[src/rtl/mpmr_ram.sv]
module mpmr_ram #(
	parameter int WIDTH = 8,
	parameter int DEPTH = 256
) (
	input  logic                     clk,
	input  logic                     we,
	input  logic [$clog2(DEPTH)-1:0] waddr,
	input  logic [WIDTH-1:0]         wdata,
	input  logic [$clog2(DEPTH)-1:0] raddr,
	output logic [WIDTH-1:0]         rdata
);

	logic [WIDTH-1:0] mem [DEPTH];

	always_ff @(posedge clk) begin
		if (we) begin
			mem[waddr] <= wdata;
		end
		rdata <= mem[raddr];
	end

endmodule

[config.mk]
export PLATFORM = sky130hd
export DESIGN_NAME = mpmr_ram
export DESIGN_NICKNAME = d
export VERILOG_FILES = /design/src/rtl/mpmr_ram.sv
export SDC_FILE = /design/constraint.sdc
export NUM_CORES = 2
export LEC_CHECK = 0
export BUFFER_PORTS_ARGS = -buffer_cell sky130_fd_sc_hd__clkbuf_2
export CAP_MARGIN = 20
export CORE_MARGIN = 2
export CORE_UTILIZATION = 53
export CTS_CLUSTER_SIZE = 40
export DETAILED_ROUTE_END_ITERATION = 8
export PLACE_DENSITY_LB_ADDON = 0.2
export SYNTH_ARGS = -nofsm -noshare
export SYNTH_HDL_FRONTEND = slang
export SYNTH_SLANG_ARGS = --single-unit
export TNS_END_PERCENT = 20
[constraint.sdc]
create_clock -name clk -period 4.2 [get_ports clk]
set_input_delay 0.21 -clock clk [delete_from_list [all_inputs] [get_ports clk]]
set_output_delay 0.21 -clock clk [all_outputs]
set_load 0.005 [all_outputs]
== Yosys cells after proc, flatten, opt, wreduce, memory -nomap -nowiden ==
Memory sizes are Yosys's and may differ from the RTL's. A register that Yosys moved wholly into a read port is not among the register bits.
Index checks and enable logic that the tools add are counted.
Widths: inputs -> output; s select.

* Muxes and demuxes: 2

{| class="wikitable"
|+ Operators with widths
! operator !! count
|-
| $mux 1 || 2
|}

* Bits in registers: 0
* Bits in writable memories: 2048
* Input bits: 26
* Output and inout port bits: 8
* Memories kept: 1

{| class="wikitable"
|+ Memories
! memory !! depth !! width !! read ports !! clocked after memory_dff !! write ports !! line !! RTL
|-
| mem || 256 || 8 || 1 || 1 || 1 || 13 || <nowiki>logic [WIDTH-1:0] mem [DEPTH];</nowiki>
|}

== Logic depth before layout (Yosys ltp) ==
* Word-level depth: 2
* Depth in mapped cells: 11

== Worst setup path before layout ==
No wires, ideal clock.

* Path kind: input to register
* Start: in raddr[0]
* End: reg rdata[2], read port of mem
* Setup time: 0.131 ns
* Arrival time: 2.017 ns
* Required time: 4.069 ns
* Setup slack: 2.052 ns
* Cell stages on the path: 9
* Path buffers: 4
* Cells stage by stage: buf_6 -> buf_12 -> buf_8 -> buf_2 -> mux4_2 -> a22oi_1 -> a21oi_1 -> nor4_1 -> nor4_2

{| class="wikitable"
|+ RTL lines
! what !! line !! RTL
|-
| start: declaration || 9 || <nowiki>input logic [$clog2(DEPTH)-1:0] raddr,</nowiki>
|-
| end: declaration || 10 || <nowiki>output logic [WIDTH-1:0] rdata</nowiki>
|}

==> reports/results.ini <==
[run_status]
status=finished, final reports clean

[synthesis]
synthFlopType=edfxtp_1
synth_edf_count=2048
syn_avg_cell_area_sq_um=21.3
yosysSeqAreaShare_pct=77.5
ys_ff_latch=2056
netlist_area_sq_um=79600
syn_inst=3733
syn-num-nets=3759
yosys_warnings=0
synthArstFlopShare_pct=0
ys_types=55

[place]
port_buffers=33
dp.cells=5716
dpl.hpwl_um=122000
place.gp.congestion=0.869
dpl_cell_area_sq_um=82500

[cts]
cts_buffer_depth=3
clkTransAtPathRegs_ns=0.06
cts.sinks=2056
root_buffer=clkbuf_16
clk_latency_ns=0.83
cts-resized-gates=0
tritoncts=yes
cts_buffers=200
htreeDepth=4

[hold_path]
min_from=waddr[2]
min_path_type=input pin to flop
worstHoldEndpoint=mem[158][7]$_DFFE_PP_
whs_path_depth=3

[timing]
period_share_pct=75.7
finalHoldViolCount=0
post-route-min-period_ns=3.18
max_freq_ghz=0.314
tightestPinTransition_ns=1.10
finClkSkew_ns=0.0281
setup_viol=0
finalSetupTns_ns=0
drv_slew=0
relSlewSlack_pct=25.8
rsz0062_at_grt=no

[floorplanning]
rows=142
start_util_pct=53.2
coreArea_sq_um=149000
die_h_um=391
io_pins=34
dieArea_sq_um=153000
die_w_um=391

[layout]
final_cells=6098
nFillCells=10643
layout_commonest_cell=edfxtp_1
area_delta_synth_final_pct=11.9
register_area_sq_um=61700
final_layout_size_suffix_gt1_share_pct=23.4
layout_common_cells=edfxtp_1 (2048), mux4_2 (454), nor2_1 (279)
nNetsFinal=3936
fin_area_sq_um=89000
multi_input_comb_area_sq_um=16500

[drt]
detail_route.iter0.violations=5110
ant_nets=0
vias_per_cell=6.42
wl_per_cell_um=32.0
drt_wl_total_um=195000
vias=39169
post-route-drc-count=0
first_pass_iters=6

[power_and_ir_drop]
seqPwrFrac_pct=53.6
p_int_uw=33300
p_leak_uw=0.0275
p_clk_share_pct=41.5
power.density_nw_per_um2=475
swShare_pct=21.2
ir_worst_vdd_v=0.000467
p_sw_uw=8970
p_comb_share_pct=4.9

[grt]
grtUsageTotal_pct=25.8
overflow=0
grt_pass1_vias=38827
grt_first_pass_wirelength_um=280000
antenna_found_initial=10
grt_max_degree=148

[worst_setup_path]
setup.worst_path.start=mem[101][0]$_DFFE_PP_
rr_endpoint=rdata[0]$_DFF_P_
r2r_slack_ns=1.02
critPathMaxFanout=1
crit_path_end_kind=flop
max_stage_delay_ns=0.97
r2r-start=mem[101][0]$_DFFE_PP_
crit_slowest_cell=nor4_1
required_ns=4.87
critPathKind=flop to flop
crit_arrival_ns=3.85
reg2regPathDepth=7
crit_chain=mux4_2 > nor2b_1 > a211oi_1 > nor3_1 > nor4_1 > buf_4 > nor4_2
startpoint_type=flop

[job]
maxCapViolCount=0

-- final cells by class --
type	count	area share, %
diodes	8	0.0225
well taps	2016	2.83
clock buffers	252	5.97
clock inverters	114	1.22
flip-flops and latches	2056	69.3
repair buffers	208	2.10
inverters	2	0.00844
multi-input cells	1442	18.6
-- timing repair --
action                                  CTS  global route
endpoints found under the hold margin   476            14
endpoints found under the setup margin    0             0
setup buffers                             0             0
hold buffers                              7             1
-- critical path, delay by kind of cell (launching register included) --
| kind | cells | cell delay, ns |
|---|---|---|
| DFF | 1 | 0.35 |
| AOI/OAI and AO/OA | 1 | 0.58 |
| muxes | 1 | 0.49 |
| and+or+nand+nor | 4 | 1.34 |
| buffers and inverters | 1 | 0.29 |
-- power by group through the flow --
stage	sequential, uW	combinational, uW	clock (uW)
after floorplan	23100	1100	0
after detailed placement	23100	2070	0
final	22700	2080	17500
after global routing	22600	2180	18500
after global placement	23100	2040	0
after CTS	22700	2080	17700
-- worst max path at each step --
stage,cells past startpoint,endpoint,slack (ns)
2_1_floorplan,9,rdata[2]$_DFF_P_,2.05
3_3_place_gp,9,rdata[0]$_DFF_P_,0.30
3_5_place_dp,9,rdata[0]$_DFF_P_,0.31
4_1_cts,7,rdata[0]$_DFF_P_,1.10
5_1_grt,7,rdata[0]$_DFF_P_,1.21
6_report,7,rdata[0]$_DFF_P_,1.02
-- synth_stat cells, types with 10 or more instances --
| master | instances | area share, % |
|---|---|---|
| edfxtp_1 | 2048 | 77 |
| a211oi_1 | 16 | 0.15 |
| buf_6 | 21 | 0.30 |
| o211ai_1 | 10 | 0.094 |
| a22oi_1 | 133 | 1.3 |
| nor3_1 | 22 | 0.14 |
| buf_2 | 31 | 0.20 |
| o22ai_1 | 28 | 0.22 |
| mux2i_1 | 134 | 1.7 |
| nand2_1 | 33 | 0.16 |
| nor4_1 | 24 | 0.19 |
| nand3_1 | 34 | 0.21 |
| buf_4 | 27 | 0.25 |
| buf_1 | 22 | 0.10 |
| clkbuf_1 | 111 | 0.52 |
| nor2b_1 | 31 | 0.24 |
| a221oi_1 | 13 | 0.14 |
| a21oi_1 | 96 | 0.60 |
| o21ai_0 | 10 | 0.063 |
| mux4_2 | 454 | 13 |
| o221ai_1 | 46 | 0.51 |
| nor2_1 | 282 | 1.3 |
| buf_8 | 13 | 0.25 |
| nand4_1 | 10 | 0.079 |
-- routing by layer --
metal | track usage [%] | routed length, um
met5 | 0 | 65
met4 | 7.36 | 5250
met3 | 5.86 | 19100
met2 | 38.6 | 90100
met1 | 38.5 | 80600
-- through the flow --
stage	hold slack (ns)	setup slack, ns	utilization [%]	total power [uW]
final	0.163	1.02	59.6	42300
after floorplan	0.309	2.05	-	24200
after CTS	0.00657	1.10	59.5	42500
after detailed placement	0.676	0.312	55.2	25200
after global routing	0.173	1.21	59.5	43400
after global placement	0.671	0.300	55.2	25100
-- sequential cells by signal, indices dropped and copies added (netlist names) --
| register | count |
|---|---|
| mem | 2048 |
| rdata | 8 |
-- logic make-up (layout without fill, tap and decap cells) --
family / count (synthesis) / count (layout) / share of synthesized area [%]
and+or+nand+nor: 466 / 466 / 2.63
buffers and inverters: 235 / 576 / 1.83
DFF: 2056 / 2056 / 77.5
AOI/OAI and AO/OA: 385 / 385 / 3.42
muxes: 591 / 591 / 14.6
other: 0 / 8 / 0
(Power assumes the default switching activity.)
